--- src/rtl/core/ipv4_header_receive_check_unit_macros.svh ---
// ----------------------------------------------------------------------------
// IPv4 header receive check - assertion macros
// Shared concurrent assertion helpers; empty bodies under synthesis.
// ----------------------------------------------------------------------------
`ifndef IPV4_HEADER_RECEIVE_CHECK_UNIT_MACROS_SVH
`define IPV4_HEADER_RECEIVE_CHECK_UNIT_MACROS_SVH

`ifndef SYNTHESIS
`define IPV4HC_ASSERT(lbl, clk, rst_n, prop) \
  lbl: assert property (@(posedge clk) disable iff (!rst_n) (prop)) \
    else $error("ipv4hc assertion failed");
`define IPV4HC_ASSERT_IMPL(lbl, clk, rst_n, ante, cons) \
  lbl: assert property (@(posedge clk) disable iff (!rst_n) (ante) |-> (cons)) \
    else $error("ipv4hc assertion failed");
`define IPV4HC_ASSERT_NEXT(lbl, clk, rst_n, ante, cons) \
  lbl: assert property (@(posedge clk) disable iff (!rst_n) (ante) |=> (cons)) \
    else $error("ipv4hc assertion failed");
`else
`define IPV4HC_ASSERT(lbl, clk, rst_n, prop)
`define IPV4HC_ASSERT_IMPL(lbl, clk, rst_n, ante, cons)
`define IPV4HC_ASSERT_NEXT(lbl, clk, rst_n, ante, cons)
`endif

`endif

--- src/rtl/core/ipv4hc_pkg.sv ---
// ----------------------------------------------------------------------------
// IPv4 header receive check - package
// Shared types and constants.
// ----------------------------------------------------------------------------
`timescale 1ns / 1ps

package ipv4hc_pkg;

  localparam int unsigned WordW   = 16;
  localparam int unsigned AddrW   = 32;
  localparam int unsigned OutDataW = 136;

  localparam logic [3:0] LAST_INDEX = 4'd9;
  localparam logic [3:0] IDLE_INDEX = 4'd10;

  localparam logic [3:0]  IP_VERSION    = 4'h4;
  localparam logic [3:0]  IHL_NO_OPTS   = 4'h5;
  localparam logic [15:0] MIN_TOTAL_LEN = 16'd20;
  localparam logic [15:0] CSUM_GOOD     = 16'hFFFF;
  localparam logic [31:0] BCAST_ADDR    = 32'hFFFF_FFFF;

  localparam logic REG_HOST_ADDR = 1'b0;
  localparam logic REG_HOST_MASK = 1'b1;

  typedef enum logic [1:0] {
    VERDICT_DELIVER  = 2'd0,
    VERDICT_FRAGMENT = 2'd1,
    VERDICT_BAD      = 2'd2,
    VERDICT_NOT_MINE = 2'd3
  } verdict_e;

  typedef struct packed {
    logic        fmt_ok;
    logic [7:0]  protocol_num;
    logic [31:0] src_addr;
    logic [31:0] dst_addr;
    logic [15:0] packet_len;
    logic [15:0] ident;
    logic [13:0] frag_field;
    logic [7:0]  hop_limit;
  } hdr_rec_t;

  typedef struct packed {
    logic full;
    logic empty;
  } queue_status_t;

endpackage

--- src/rtl/core/ipv4hc_front.sv ---
// ----------------------------------------------------------------------------
// IPv4 header receive check - front end
// Counts header words, keeps fields and the running ones-complement sum,
// and queues a parsed record on the tenth word.
// ----------------------------------------------------------------------------
`timescale 1ns / 1ps
`include "ipv4_header_receive_check_unit_macros.svh"

module ipv4hc_front
  import ipv4hc_pkg::*;
(
  input  logic          clk_i,
  input  logic          rst_ni,
  input  logic          in_valid_i,
  output logic          in_ready_o,
  input  logic [15:0]   word_i,
  input  logic          first_i,
  input  queue_status_t q_status_i,
  output logic          push_o,
  output hdr_rec_t      rec_o
);

  logic [3:0]  idx_q, idx_d;
  logic [15:0] sum_q, sum_d;
  logic        hdr_fmt_q;
  logic [15:0] len_q;
  logic [15:0] ident_q;
  logic [13:0] frag_q;
  logic [15:0] ttl_proto_q;
  logic        csum_nz_q;
  logic [15:0] src_hi_q;
  logic [15:0] src_lo_q;
  logic [15:0] dst_hi_q;

  logic [3:0]  eff_idx;
  logic        accept;
  logic        take;
  logic [15:0] sum_in;
  logic [16:0] sum_raw;

  assign in_ready_o = !((idx_q == LAST_INDEX) && q_status_i.full);
  assign accept     = in_valid_i && in_ready_o;
  assign eff_idx    = first_i ? 4'd0 : idx_q;
  assign take       = accept && (eff_idx != IDLE_INDEX);
  assign push_o     = take && (eff_idx == LAST_INDEX);

  // end-around carry add
  assign sum_in  = (eff_idx == 4'd0) ? 16'd0 : sum_q;
  assign sum_raw = {1'b0, sum_in} + {1'b0, word_i};
  assign sum_d   = sum_raw[15:0] + {15'd0, sum_raw[16]};

  assign idx_d = take ? (eff_idx + 4'd1) : (accept ? eff_idx : idx_q);

  always_ff @(posedge clk_i or negedge rst_ni) begin
    if (!rst_ni) begin
      idx_q <= 4'd0;
      sum_q <= 16'd0;
    end else begin
      idx_q <= idx_d;
      if (take) begin
        sum_q <= sum_d;
      end
    end
  end

  always_ff @(posedge clk_i) begin
    if (take) begin
      unique case (eff_idx)
        4'd0: hdr_fmt_q   <= (word_i[15:12] == IP_VERSION) && (word_i[11:8] == IHL_NO_OPTS);
        4'd1: len_q       <= word_i;
        4'd2: ident_q     <= word_i;
        4'd3: frag_q      <= word_i[13:0];
        4'd4: ttl_proto_q <= word_i;
        4'd5: csum_nz_q   <= (word_i != 16'd0);
        4'd6: src_hi_q    <= word_i;
        4'd7: src_lo_q    <= word_i;
        4'd8: dst_hi_q    <= word_i;
        default: ;
      endcase
    end
  end

  always_comb begin
    rec_o.fmt_ok       = hdr_fmt_q && (len_q >= MIN_TOTAL_LEN)
                         && (!csum_nz_q || (sum_d == CSUM_GOOD));
    rec_o.protocol_num = ttl_proto_q[7:0];
    rec_o.src_addr     = {src_hi_q, src_lo_q};
    rec_o.dst_addr     = {dst_hi_q, word_i};
    rec_o.packet_len   = len_q;
    rec_o.ident        = ident_q;
    rec_o.frag_field   = frag_q;
    rec_o.hop_limit    = ttl_proto_q[15:8];
  end

  `IPV4HC_ASSERT(a_idx_range, clk_i, rst_ni, idx_q <= IDLE_INDEX)
  `IPV4HC_ASSERT_IMPL(a_push_room, clk_i, rst_ni, push_o, !q_status_i.full)

endmodule

--- src/rtl/core/ipv4hc_queue.sv ---
// ----------------------------------------------------------------------------
// IPv4 header receive check - record queue
// Short queue of parsed records between front and back ends.
// ----------------------------------------------------------------------------
`timescale 1ns / 1ps
`include "ipv4_header_receive_check_unit_macros.svh"

module ipv4hc_queue
  import ipv4hc_pkg::*;
#(
  parameter int unsigned Depth = 2
) (
  input  logic          clk_i,
  input  logic          rst_ni,
  input  logic          push_i,
  input  hdr_rec_t      push_rec_i,
  input  logic          pop_i,
  output hdr_rec_t      pop_rec_o,
  output queue_status_t status_o
);

  localparam int unsigned PtrW = $clog2(Depth);
  localparam int unsigned CntW = $clog2(Depth + 1);
  localparam logic [PtrW-1:0] LastPtr = PtrW'(Depth - 1);
  localparam logic [CntW-1:0] FullCnt = CntW'(Depth);

  hdr_rec_t        mem_q [Depth];
  logic [PtrW-1:0] wr_ptr_q, rd_ptr_q;
  logic [CntW-1:0] cnt_q;

  assign status_o.full  = (cnt_q == FullCnt);
  assign status_o.empty = (cnt_q == '0);
  assign pop_rec_o      = mem_q[rd_ptr_q];

  always_ff @(posedge clk_i) begin
    if (push_i) begin
      mem_q[wr_ptr_q] <= push_rec_i;
    end
  end

  always_ff @(posedge clk_i or negedge rst_ni) begin
    if (!rst_ni) begin
      wr_ptr_q <= '0;
      rd_ptr_q <= '0;
      cnt_q    <= '0;
    end else begin
      if (push_i) begin
        wr_ptr_q <= (wr_ptr_q == LastPtr) ? '0 : wr_ptr_q + PtrW'(1);
      end
      if (pop_i) begin
        rd_ptr_q <= (rd_ptr_q == LastPtr) ? '0 : rd_ptr_q + PtrW'(1);
      end
      if (push_i && !pop_i) begin
        cnt_q <= cnt_q + CntW'(1);
      end else if (pop_i && !push_i) begin
        cnt_q <= cnt_q - CntW'(1);
      end
    end
  end

  `IPV4HC_ASSERT(a_cnt_bound, clk_i, rst_ni, cnt_q <= FullCnt)
  `IPV4HC_ASSERT_IMPL(a_no_underflow, clk_i, rst_ni, pop_i, !status_o.empty)

endmodule

--- src/rtl/core/ipv4hc_back.sv ---
// ----------------------------------------------------------------------------
// IPv4 header receive check - back end
// Forms the verdict against the host address and holds the result item.
// ----------------------------------------------------------------------------
`timescale 1ns / 1ps
`include "ipv4_header_receive_check_unit_macros.svh"

module ipv4hc_back
  import ipv4hc_pkg::*;
(
  input  logic          clk_i,
  input  logic          rst_ni,
  input  logic [31:0]   host_addr_i,
  input  logic [31:0]   host_mask_i,
  input  queue_status_t q_status_i,
  input  hdr_rec_t      rec_i,
  output logic          pop_o,
  output logic          out_valid_o,
  input  logic          out_ready_i,
  output logic [OutDataW-1:0] out_data_o
);

  logic          valid_q;
  verdict_e      verdict_q, verdict_d;
  hdr_rec_t      rec_q;
  logic          dst_match;

  assign pop_o = !q_status_i.empty && (!valid_q || out_ready_i);

  always_comb begin
    dst_match = (rec_i.dst_addr == BCAST_ADDR)
             || (((rec_i.dst_addr & host_mask_i) == (host_addr_i & host_mask_i))
                 && ((rec_i.dst_addr | host_mask_i) == BCAST_ADDR))
             || (rec_i.dst_addr == host_addr_i);
    priority if (!rec_i.fmt_ok) begin
      verdict_d = VERDICT_BAD;
    end else if (!dst_match) begin
      verdict_d = VERDICT_NOT_MINE;
    end else if (rec_i.frag_field != 14'd0) begin
      verdict_d = VERDICT_FRAGMENT;
    end else begin
      verdict_d = VERDICT_DELIVER;
    end
  end

  always_ff @(posedge clk_i or negedge rst_ni) begin
    if (!rst_ni) begin
      valid_q <= 1'b0;
    end else if (pop_o) begin
      valid_q <= 1'b1;
    end else if (out_ready_i) begin
      valid_q <= 1'b0;
    end
  end

  always_ff @(posedge clk_i) begin
    if (pop_o) begin
      verdict_q <= verdict_d;
      rec_q     <= rec_i;
    end
  end

  assign out_valid_o = valid_q;
  assign out_data_o  = {5'd0,
                        rec_q.hop_limit,
                        rec_q.frag_field[13],
                        rec_q.frag_field[12:0], 3'd0,
                        rec_q.ident,
                        rec_q.packet_len,
                        rec_q.dst_addr,
                        rec_q.src_addr,
                        rec_q.protocol_num,
                        verdict_q};

  `IPV4HC_ASSERT_IMPL(a_hold_on_stall, clk_i, rst_ni, valid_q && !out_ready_i, !pop_o)

endmodule

--- src/rtl/core/ipv4_header_receive_check_unit.sv ---
// ----------------------------------------------------------------------------
// IPv4 header receive check unit
// Takes ten 16-bit header words per packet (first word flagged on tuser)
// and gives one result item per complete header: verdict and parsed fields.
// ----------------------------------------------------------------------------
// Words are taken at one per clock while s_axis_tready is high, header after
// header with no gap; a header's result passes through the record queue and
// the output register after its tenth word. s_axis_tready only drops when
// the ninth word has been taken and the record queue between the word
// counter and the verdict stage is full. Host address and mask must be written
// through the cfg port while no header is in flight; the block does not enforce this.
`timescale 1ns / 1ps

module ipv4_header_receive_check_unit
  import ipv4hc_pkg::*;
#(
  parameter int unsigned QueueDepth = 2
) (
  input  logic                clk_i,
  input  logic                rst_ni,
  input  logic                cfg_we_i,
  input  logic                cfg_idx_i,
  input  logic [31:0]         cfg_wdata_i,
  input  logic                s_axis_tvalid,
  output logic                s_axis_tready,
  input  logic [15:0]         s_axis_tdata,  // [15:0] header_word
  input  logic                s_axis_tuser,  // [0] first_word
  output logic                m_axis_tvalid,
  input  logic                m_axis_tready,
  // [1:0] verdict, [9:2] protocol_num, [41:10] src_addr, [73:42] dst_addr,
  // [89:74] packet_len, [105:90] ident, [121:106] frag_byte_offset,
  // [122] more_frags, [130:123] hop_limit, [135:131] zero
  output logic [OutDataW-1:0] m_axis_tdata
);

  logic [31:0]   host_addr_q;
  logic [31:0]   host_mask_q;
  logic          push;
  logic          pop;
  hdr_rec_t      push_rec;
  hdr_rec_t      pop_rec;
  queue_status_t q_status;

  always_ff @(posedge clk_i or negedge rst_ni) begin
    if (!rst_ni) begin
      host_addr_q <= 32'd0;
      host_mask_q <= 32'd0;
    end else if (cfg_we_i) begin
      unique case (cfg_idx_i)
        REG_HOST_ADDR: host_addr_q <= cfg_wdata_i;
        REG_HOST_MASK: host_mask_q <= cfg_wdata_i;
        default: ;
      endcase
    end
  end

  ipv4hc_front u_front (
    .clk_i      (clk_i),
    .rst_ni     (rst_ni),
    .in_valid_i (s_axis_tvalid),
    .in_ready_o (s_axis_tready),
    .word_i     (s_axis_tdata),
    .first_i    (s_axis_tuser),
    .q_status_i (q_status),
    .push_o     (push),
    .rec_o      (push_rec)
  );

  ipv4hc_queue #(
    .Depth (QueueDepth)
  ) u_queue (
    .clk_i      (clk_i),
    .rst_ni     (rst_ni),
    .push_i     (push),
    .push_rec_i (push_rec),
    .pop_i      (pop),
    .pop_rec_o  (pop_rec),
    .status_o   (q_status)
  );

  ipv4hc_back u_back (
    .clk_i       (clk_i),
    .rst_ni      (rst_ni),
    .host_addr_i (host_addr_q),
    .host_mask_i (host_mask_q),
    .q_status_i  (q_status),
    .rec_i       (pop_rec),
    .pop_o       (pop),
    .out_valid_o (m_axis_tvalid),
    .out_ready_i (m_axis_tready),
    .out_data_o  (m_axis_tdata)
  );

endmodule
--- config.mk ---
export PLATFORM = sky130hd
export DESIGN_NAME = ipv4_header_receive_check_unit
export DESIGN_NICKNAME = d
export VERILOG_FILES = /design/src/rtl/core/ipv4hc_pkg.sv /design/src/rtl/core/ipv4hc_front.sv /design/src/rtl/core/ipv4hc_queue.sv /design/src/rtl/core/ipv4hc_back.sv /design/src/rtl/core/ipv4_header_receive_check_unit.sv
export VERILOG_INCLUDE_DIRS = /design/src /design/src/rtl/core
export SDC_FILE = /design/constraint.sdc
export NUM_CORES = 1
export LEC_CHECK = 0
export BUFFER_PORTS_ARGS = -buffer_cell sky130_fd_sc_hd__buf_2
export CORE_UTILIZATION = 53
export DETAILED_ROUTE_END_ITERATION = 10
export GPL_TIMING_DRIVEN = 0
export PLACE_DENSITY = 0.75
export SKIP_CTS_REPAIR_TIMING = 1
export SLEW_MARGIN = 20
export SYNTH_ARGS = -nofsm -noshare
export SYNTH_HDL_FRONTEND = slang
export SYNTH_HIERARCHICAL = 1
export SYNTH_SLANG_ARGS = --single-unit
--- constraint.sdc ---
create_clock -name clk_i -period 7.2 [get_ports clk_i]
set_clock_uncertainty 0.1 [all_clocks]
set_input_delay 1.08 -clock clk_i [delete_from_list [all_inputs] [get_ports clk_i]]
set_output_delay 1.08 -clock clk_i [all_outputs]
set_load 0.05 [all_outputs]
==> results of run 1 <==
==> per-stage QoR <==
step / setup WS [ns] / util, % / hold slack, ns / setup TNS [ns] / power (mW)
detailed placement: 0.4630 / 59.40 / 0.3296 / 0 / 7.425
CTS: 1.072 / 63.49 / 0.3089 / 0 / 10.12
finish: 0.8642 / 63.49 / 0.3262 / 0 / 10.05
global placement: -1.344 / 58.26 / 0.3217 / -322.60 / 7.328
global route: 0.4321 / 63.49 / 0.3261 / 0 / 10.43
floorplan: 1.075 / - / 0.3215 / 0 / 6.612
==> per-layer routing <==
metal  track usage (%)  up-vias  wire length, um
met5                 0        -                0
met3             4.251       75             2513
li1                  -     5212                -
met4             6.253        0             1053
met1             31.22     5921            21120
met2             36.24      356            23090
==> cell usage after synthesis (7+ instances only) <==
master      n
edfxtp_1  494
mux2_2    186
dfrtp_1    89
xor2_1     46
nand2_1    36
buf_4      24
ha_1       23
nor2_1     23
and2_1     22
a21oi_1    20
nor4_1     20
nand4_1    18
o21ai_0    17
xnor2_1    17
nand3_1    15
inv_1      14
o22ai_1    13
clkbuf_8   10
nor2b_1     9
mux2_4      8
buf_6       7
==> worst max-delay path, cell delays in order <==
cell and delay, ns:
buf_2 0.14, nor2b_1 0.29, inv_1 0.12, ha_1 0.24
nand2_1 0.23, clkbuf_1 0.40, and2_1 0.20, ha_1 0.19
fa_1 0.26, a211oi_2 0.11, o21ai_1 0.22, nand3_1 0.13
a21oi_1 0.25, a31o_2 0.22, a21oi_1 0.07, o21bai_1 0.27
ha_1 0.23, ha_1 0.24, nand4_1 0.29, nor4_2 0.29
xnor2_1 0.13, nor4_1 0.41, nand4_1 0.18, o41ai_2 0.38
==> logic make-up after synthesis <==
| group | count (synthesis) | share of synthesized area (%) |
|---|---|---|
| xor+xnor | 63 | 2.465 |
| compound gates | 104 | 3.197 |
| other cells | 1 | 0.01675 |
| flops | 583 | 76.22 |
| simple gates | 181 | 4.584 |
| mux | 194 | 9.894 |
| buf+inv | 65 | 2.247 |
| fa+ha+maj | 24 | 1.375 |
==> report_power, final <==
part	internal [mW]	switching, mW
sequential	4.19	0.182
clock	1.52	1.17
combinational	0.971	2.03
total	6.68	3.38
==> final timing paths <==
kind	end	slack, ns	depth (start not counted)
max in group asynchronous	u_front/sum_q[14]	6.07	2
setup / recovery	u_queue/mem_q[0][126]	0.86	24
setup reg to reg	u_queue/mem_q[0][126]	1.09	23
hold / removal	host_mask_q[19]	0.33	1
min in group clk_i	u_queue/mem_q[1][105]	0.34	0
hold reg to reg	u_queue/mem_q[1][105]	0.34	0
==> state kept, by name (all words and copies together), names as in the netlist <==
signal,cells
u_back/verdict_q,2
u_front/csum_nz_q,1
u_front/frag_q,14
u_front/hdr_fmt_q,1
host_addr_q,32
u_front/src_hi_q,16
u_queue/rd_ptr_q,1
u_queue/cnt_q,2
u_front/len_q,16
u_front/idx_q,4
u_front/src_lo_q,16
u_back/out_valid_o,1
u_queue/wr_ptr_q,1
u_front/sum_q,16
u_front/ttl_proto_q,16
host_mask_q,32
u_back/out_data_o,126
u_queue/mem_q,254
u_front/ident_q,16
u_front/dst_hi_q,16
==> area by class of cell <==
class                      instances  area, um2  share of cell area, %
tap                              532      665.6                  2.545
buffer                            50      446.7                  1.708
inverter                          15      56.30                 0.2152
multi-input combinational        574       4875                  18.64
sequential                       583      17060                  65.23
timing repair buffer             202       1371                  5.243
clock inverter                    27      198.9                 0.7605
clock buffer                      70       1483                  5.668
==> layout by cell type, fill, tap and decap left out, types with 17 or more instances in the layout <==
cell type,synthesis,layout
mux2_2,186,186
o21ai_0,17,17
buf_2,4,187
dfrtp_1,89,89
clkbuf_16,0,55
ha_1,23,23
xnor2_1,17,17
buf_4,24,24
nand4_1,18,18
nor4_1,20,20
a21oi_1,20,19
and2_1,22,21
edfxtp_1,494,494
nand2_1,36,36
xor2_1,46,46
nor2_1,23,20
==> run_results.csv, run 1 <==
group,metric,value,unit
outcome,status,"finished clean",
synth,synthTopCellsByArea,"edfxtp_1, dfrtp_1, mux2_2",
floorplan,die_y,207.5,um
finish,fin_nets,1559,
routing,wl_per_cell,23.27,um
timing,max_freq,157.8,MHz
cts,cts_tree,"done",
cts,clock_latency,0.59,ns
placed_design,dp_hpwl,31480,um
floorplan,design.portCount,193,
cts,clock-sinks,583,
power,leakage,9.453,nW
grt,grt_overflow,0,
synth,avgSynthCellArea,18.42,um2
routing,vias,11560,
power,p_per_area,384.3,nW/um2
synth,synthCells,1215,
cts,cts_root_buf,"clkbuf_16",
power,vdd_drop_max,0.2076,mV
finish,fillers,2803,
setup_path,critPathLaunch,"s_axis_tuser",
finish,diodes,0,
finish,layout-drive-gt1-share,34.98,%
synth,netlist_area,22380,um2
setup_path,r2r-start,"u_front/idx_q[0]",
timing,layout_min_cycle_time,6.336,ns
timing,worst_pin_slew,0.9609,ns
placed_design,portBuffers,184,
routing,drt-initial-drc-count,1045,
setup_path,path_max_fanout,10,
finish,final_cell_area,26160,um2
setup_path,critPathLaunchType,"input pin",
routing,drc,0,
timing,finalSetupViolations,0,
timing,finalCritPeriodShare,88.00,%
synth,yosysTopAreaCell,"edfxtp_1",
worst_hold_path,hold_path_class,"input pin to async pin",
timing,drv_slew,0,
synth,yosysUniqueCellTypes,67,
job,cap_violations,0,
grt,grt_max_degree,48,
grt,antenna_found_initial,5,
placed_design,place_area,24480,um2
synth,synth_ff_type,"edfxtp_1",
grt,grt_pass1_vias,11730,
cts,numCtsBuffers,54,
cts,cts_htree_levels,2,
synth,ys_ff_latch,583,
floorplan,die_w,207.5,um
cts,clk_path_buf_depth,3,
placed_design,place_inst,1956,
synth,ys_seq_area_share,76.22,%
placed_design,globalplace.congestion,0.9150,
synth,synth-edff-count,494,
timing,rsz0062_at_grt,"no",
setup_path,endpoint_kind,"register",
floorplan,rows,74,
timing,finalHoldViolations,0,
grt,grt_usage,22.39,%
routing,drt_pass1_iterations,5,
grt,grt_first_pass_wirelength,71410,um
synth,ys_warn_count,6,
routing,wl,47780,um
finish,syn_to_final_growth,16.86,%
setup_path,arrival,6.58,ns
setup_path,worstSetupPathType,"input pin to register",
finish,layout.cells.non_filler,2053,
cts,path_clk_slew,0.06,ns
routing,viasPerCell,5.633,
floorplan,core_area,41200,um2
floorplan,die_area,43060,um2
synth,yosysTopAreaCellShare,66.27,%
timing,relSlewSlack,35.87,%
setup_path,required,7.44,ns
synth,async_flop_share,15.27,%
floorplan,start_util,54.33,%
routing,ant_nets,0,
Power figures use the tool's default switching activity.
==> inputs of run 2 (changes only) <==
--- a/config.mk
+++ b/config.mk
@@ -7,10 +7,11 @@
 export NUM_CORES = 1
 export LEC_CHECK = 0
 export BUFFER_PORTS_ARGS = -buffer_cell sky130_fd_sc_hd__buf_2
-export CORE_UTILIZATION = 53
+export CORE_ASPECT_RATIO = 1.2
+export CORE_UTILIZATION = 55
 export DETAILED_ROUTE_END_ITERATION = 10
 export GPL_TIMING_DRIVEN = 0
-export PLACE_DENSITY = 0.75
+export PLACE_DENSITY = 0.74
 export SKIP_CTS_REPAIR_TIMING = 1
 export SLEW_MARGIN = 20
 export SYNTH_ARGS = -nofsm -noshare
==> constraint.sdc (replaced) <==
create_clock -name clk_i -period 6.35 [get_ports clk_i]
set_clock_uncertainty 0.1 [all_clocks]
set_input_delay 0.9525 -clock clk_i [delete_from_list [all_inputs] [get_ports clk_i]]
set_output_delay 0.9525 -clock clk_i [all_outputs]
set_load 0.05 [all_outputs]
==> run_results.csv, run 2 (same netlist as run 1, synthesis figures left out) <==
group,metric,value,unit
grt,antenna_found_initial,3,
finish,final_cell_area,26170,um2
setup_path,crit_top_cell,"ha_1",
floorplan,die_w,186.2,um
placed_design,place_area,24460,um2
outcome,status,"finished clean",
finish,fin_nets,1557,
timing,finalHoldViolations,0,
placed_design,place_inst,1956,
cts,clock-sinks,583,
grt,grt_pass1_vias,11680,
routing,wl,46970,um
timing,drv_slew,0,
placed_design,globalplace.congestion,0.8825,
setup_path,slowest_stage,"o41ai_2",
timing,worst_pin_slew,1.004,ns
setup_path,required,6.58,ns
grt,grt_max_degree,79,
finish,final_cell_mix,"edfxtp_1, buf_2, mux2_2, dfrtp_1, clkbuf_16",
timing,finalSetupViolations,0,
cts,cts_htree_levels,2,
routing,drc,0,
setup_path,cpPeakStageDelay,0.49,ns
finish,syn_to_final_growth,16.93,%
placed_design,pre_cts_slack,-0.2391,ns
placed_design,portBuffers,184,
setup_path,path_max_fanout,10,
finish,layout-drive-gt1-share,34.80,%
finish,fin_util,65.54,%
routing,vias,11610,
cts,clk_path_buf_depth,3,
cts,numCtsBuffers,53,
routing,viasPerCell,5.643,
floorplan,start_util,56.05,%
setup_path,arrival,6.11,ns
worst_hold_path,hold_path_class,"input pin to async pin",
grt,grt_first_pass_wirelength,70120,um
power,leakage,9.456,nW
timing,worst_slack,0.4627,ns
routing,drt-initial-drc-count,955,
cts,path_clk_slew,0.06,ns
floorplan,die_area,41510,um2
timing,layout_min_cycle_time,5.887,ns
floorplan,core_area,39940,um2
timing,max_freq,169.9,MHz
routing,drt_pass1_iterations,7,
placed_design,dp_hpwl,30870,um
cts,cts_root_buf,"clkbuf_16",
grt,grt_usage,23.34,%
timing,whs,0.1015,ns
routing,ant_nets,0,
floorplan,design.portCount,193,
power,vdd_drop_max,0.3052,mV
finish,top_register,"u_queue/mem_q",
finish,final_common_cell,"edfxtp_1",
finish,largest_register_ffs,254,
timing,relSlewSlack,33.04,%
setup_path,crit_chain,"buf_2 > nor2b_1 > inv_1 > ha_1 > nand2_1 > clkbuf_2 > and2_1 > ha_1 > fa_1 > a211oi_2 > o21ai_1 > nand3_1 > a21oi_1 > a31o_2 > a21oi_1 > o21bai_1 > ha_1 > ha_1 > nand4_1 > or2_4 > nor3_4 > nand3_1 > xor2_1 > o41ai_2",
power,p_total,11.45,mW
finish,layout.cells.non_filler,2057,
cts,clock_latency,0.58,ns
setup_path,endpoint_kind,"register",
routing,wl_per_cell,22.83,um
floorplan,rows,80,
setup_path,worstSetupPathType,"input pin to register",
timing,rsz0062_at_grt,"no",
power,p_per_area,437.4,nW/um2
timing,finalCritPeriodShare,92.71,%
job,cap_violations,0,
cts,cts_tree,"done",
floorplan,die_y,223.0,um
timing,finalSetupTns,0,ns
setup_path,critPathLaunchType,"input pin",
grt,grt_overflow,0,
-- run 2: metal layers --
| metal | part of all wire (%) | GRT usage [%] | up-vias |
|---|---|---|---|
| li1 | - | - | 5215 |
| met1 | 40 | 30.80 | 5885 |
| met2 | 51 | 39.35 | 420 |
| met3 | 5.7 | 3.167 | 85 |
| met4 | 3.4 | 8.858 | 2 |
| met5 | 0.030 | 0 | - |
-- run 2: path summary, 6_finish.rpt --
path,startpoint,endpoint,slack [ns],depth (start not counted)
setup / recovery,s_axis_tuser,u_queue/mem_q[0][126],0.46,24
hold / removal,rst_ni,u_front/sum_q[0],0.10,1
setup reg to reg,u_front/idx_q[0],u_queue/mem_q[0][126],0.57,23
hold reg to reg,u_front/ttl_proto_q[5],u_queue/mem_q[0][123],0.33,0
max in group asynchronous,rst_ni,host_mask_q[17],5.41,2
min in group clk_i,u_front/ttl_proto_q[5],u_queue/mem_q[0][123],0.33,0
-- run 2: layout make-up --
type	count	area, um2
inverters	15	56.30
diodes	1	2.502
flip-flops and latches	583	17060
multi-input cells	574	4875
clock buffers	76	1495
clock inverters	24	217.7
well taps	533	666.9
repair buffers	201	1351
fillers	2731	13760
plain buffers	50	447.9
-- run 2: where the power goes --
| group | leakage (nW) | switching (mW) | internal [mW] |
|---|---|---|---|
| Clock | 0.829 | 1.32 | 1.80 |
| Combinational | 3.04 | 2.27 | 1.10 |
| Sequential | 5.59 | 0.206 | 4.74 |
| Total | 9.46 | 3.80 | 7.65 |
-- run 2: critical path, delay by kind of cell --
kind            cells  cell delay [ns]
xor+xnor            1             0.19
buf+inv             3             0.55
fa+ha+maj           5             1.12
compound gates      7             1.53
simple gates        8             1.75
==> inputs of run 3 (changes only) <==
--- a/config.mk
+++ b/config.mk
@@ -16,5 +16,4 @@
 export SLEW_MARGIN = 20
 export SYNTH_ARGS = -nofsm -noshare
 export SYNTH_HDL_FRONTEND = slang
-export SYNTH_HIERARCHICAL = 1
 export SYNTH_SLANG_ARGS = --single-unit
==> run_results.csv, run 3 <==
group,metric,value,unit
finish,top_register,"u_queue.mem_q",
routing,drt_pass1_iterations,5,
synth,yosysTopAreaCellShare,66.96,%
outcome,status,"finished clean",
cts,clock-sinks,583,
synth,ys_ff_latch,583,
routing,drc,0,
timing,relSlewSlack,37.36,%
finish,diodes,0,
placed_design,place_area,24020,um2
floorplan,rows,80,
timing,drv_slew,0,
finish,final_cell_mix,"edfxtp_1, buf_2, mux2_2, dfrtp_1, clkbuf_16",
setup_path,arrival,6.31,ns
setup_path,critPathLaunchType,"input pin",
floorplan,die_y,221.9,um
synth,synth_ff_type,"edfxtp_1",
synth,synth-edff-count,494,
timing,worst_pin_slew,0.9395,ns
synth,synthCells,1232,
grt,grt_pass1_vias,11630,
placed_design,globalplace.congestion,0.8821,
power,p_clk_share,27.1,%
placed_design,place_inst,1965,
grt,grt_max_degree,78,
synth,yosysTopAreaCell,"edfxtp_1",
finish,syn_to_final_growth,15.97,%
cts,clk_path_buf_depth,3,
setup_path,required,6.65,ns
power,swShare,33.62,%
synth,synthTopCellsByArea,"edfxtp_1, dfrtp_1, mux2_2",
finish,final_common_cell,"edfxtp_1",
power,vdd_drop_max,0.3096,mV
cts,cts_tree,"done",
setup_path,endpoint_kind,"register",
power,p_total,11.03,mW
cts,clock_latency,0.58,ns
synth,synth-xor-area-share,2.445,%
grt,grt_first_pass_wirelength,67630,um
cts,cts_root_buf,"clkbuf_16",
timing,finalCritPeriodShare,94.66,%
synth,async_flop_share,15.27,%
placed_design,pre_cts_slack,-0.8384,ns
timing,rsz0062_at_grt,"no",
floorplan,die_w,185.2,um
synth,synth_top_family_by_area,"multiplexers",
finish,fin_nets,1565,
routing,wl,45090,um
synth,synth-compound-area-share,3.501,%
power,seq_power_share,44.5,%
floorplan,core_area,39740,um2
finish,final_cell_area,25690,um2
synth,ys_warn_count,0,
finish,fin_util,64.66,%
finish,layout-drive-gt1-share,30.06,%
timing,finalHoldViolations,0,
routing,viasPerCell,5.551,
grt,antenna_found_initial,2,
synth,ys_seq_area_share,77.01,%
timing,worst_slack,0.3388,ns
synth,synth.area.mux_share,9.572,%
grt,grt_overflow,0,
power,leakage,9.313,nW
power,combPwrFrac,28.4,%
synth,ys_top_cells_by_count,"edfxtp_1, mux2_2, dfrtp_1",
timing,layout_min_cycle_time,6.011,ns
cts,numCtsBuffers,52,
worst_hold_path,hold_path_class,"input pin to async pin",
timing,max_freq,166.4,MHz
placed_design,dp_hpwl,29820,um
synth,yosysUniqueCellTypes,66,
routing,drt-initial-drc-count,917,
routing,vias,11440,
floorplan,start_util,55.75,%
grt,grt_usage,22.45,%
power,p_per_area,429.1,nW/um2
power,p_int,7.318,mW
setup_path,worstSetupPathType,"input pin to register",
job,cap_violations,0,
placed_design,portBuffers,184,
routing,ant_nets,0,
cts,path_clk_slew,0.07,ns
timing,finalSetupViolations,0,
floorplan,die_area,41090,um2
cts,cts_htree_levels,2,
synth,synthSimpleGateAreaFrac,4.495,%
floorplan,design.portCount,193,
setup_path,path_max_fanout,8,
synth,netlist_area,22150,um2
finish,layout.cells.non_filler,2060,
power,power_switching,3.707,mW
synth,avgSynthCellArea,17.98,um2
finish,largest_register_ffs,254,
synth,yosys.area_share.adder,1.389,%
synth,synth_most_common_cell,"edfxtp_1",
routing,wl_per_cell,21.89,um
## run 3: changes by cell type after synthesis, moves of 8 or more
cell and change:
mux2_4 -8, buf_4 -16, xor2_1 -37, nor4_1 +8, inv_1 +32, xnor2_1 +34, clkbuf_1 +17, clkbuf_8 -10
mux2i_1 +33, mux2_2 -27
## run 3: routing by layer
metal  share of wire [%]  up-vias  GRT usage, %  routed length [um]
met4                 3.3        0         8.398                1481
met1                  41     5727         29.71               18550
met5                   0        -             0                   0
li1                    -     5228             -                   -
met2                  50      392         37.95               22610
met3                 5.4       88         2.957                2453
## run 3: area by class of cell
type	instances	area, um2
multi-input cells	572	4830
clock inverters	17	146.4
well taps	533	666.9
flip-flops and latches	583	17060
repair buffers	193	1152
plain buffers	38	178.9
clock buffers	78	1480
inverters	46	177.7
fillers	2738	14040
## run 3: path summary, 6_finish.rpt
check / start / endpoint / slack [ns] / cells after the start
max in group asynchronous: rst_ni / u_front.idx_q[2] / 5.38 / 2
hold reg to reg: u_front.frag_q[4] / u_queue.mem_q[0][12] / 0.34 / 0
setup / recovery: s_axis_tuser / u_queue.mem_q[1][126] / 0.34 / 24
min in group clk_i: u_front.frag_q[4] / u_queue.mem_q[0][12] / 0.34 / 0
setup reg to reg: u_front.idx_q[0] / u_queue.mem_q[1][126] / 0.53 / 23
hold / removal: rst_ni / host_mask_q[29] / 0.13 / 1
## run 3: critical path, stage by stage
cell and delay (ns):
buf_2 0.14, nand2b_1 0.19, ha_1 0.26, nand2_4 0.11, and2_1 0.14, ha_1 0.20, inv_1 0.07, fa_1 0.39
and2b_2 0.27, o21ai_2 0.12, a211oi_4 0.34, o21a_1 0.20, o21ai_0 0.08, a21oi_1 0.17, o21ai_0 0.10, nand2b_1 0.11
ha_1 0.17, and3_1 0.23, nand3_1 0.14, or4_4 0.54, xnor2_1 0.18, or4_1 0.52, or4_4 0.46, o31ai_4 0.22
## run 3: cells by family (layout without fill, tap and decap cells)
logic type,after synthesis,after routing
AOI/OAI and AO/OA,109,109
DFF,583,583
xor gates and xnor gates,61,61
and+or+nand+nor,178,178
buffers and inverters,84,372
adders and majority gates,24,24
other,1,8
muxes,192,192
## run 3: power by group through the flow
stage                     Combinational [mW]  Sequential (mW)  Clock [mW]
after global placement                  3.06             5.02           0
final                                   3.13             4.90        2.99
after CTS                               3.13             4.91        3.04
after floorplan                         1.30             6.02           0
after global routing                    3.31             4.95        3.18
after detailed placement                3.11             4.98           0
## run 3: through the flow
stage / hold slack, ns / TNS [ns]
after global placement: 0.3215 / -271.43
after CTS: 0.1095 / -0.5258
after detailed placement: 0.3290 / -1.747
after global routing: 0.1210 / 0
final: 0.1272 / 0
after floorplan: 0.3215 / 0
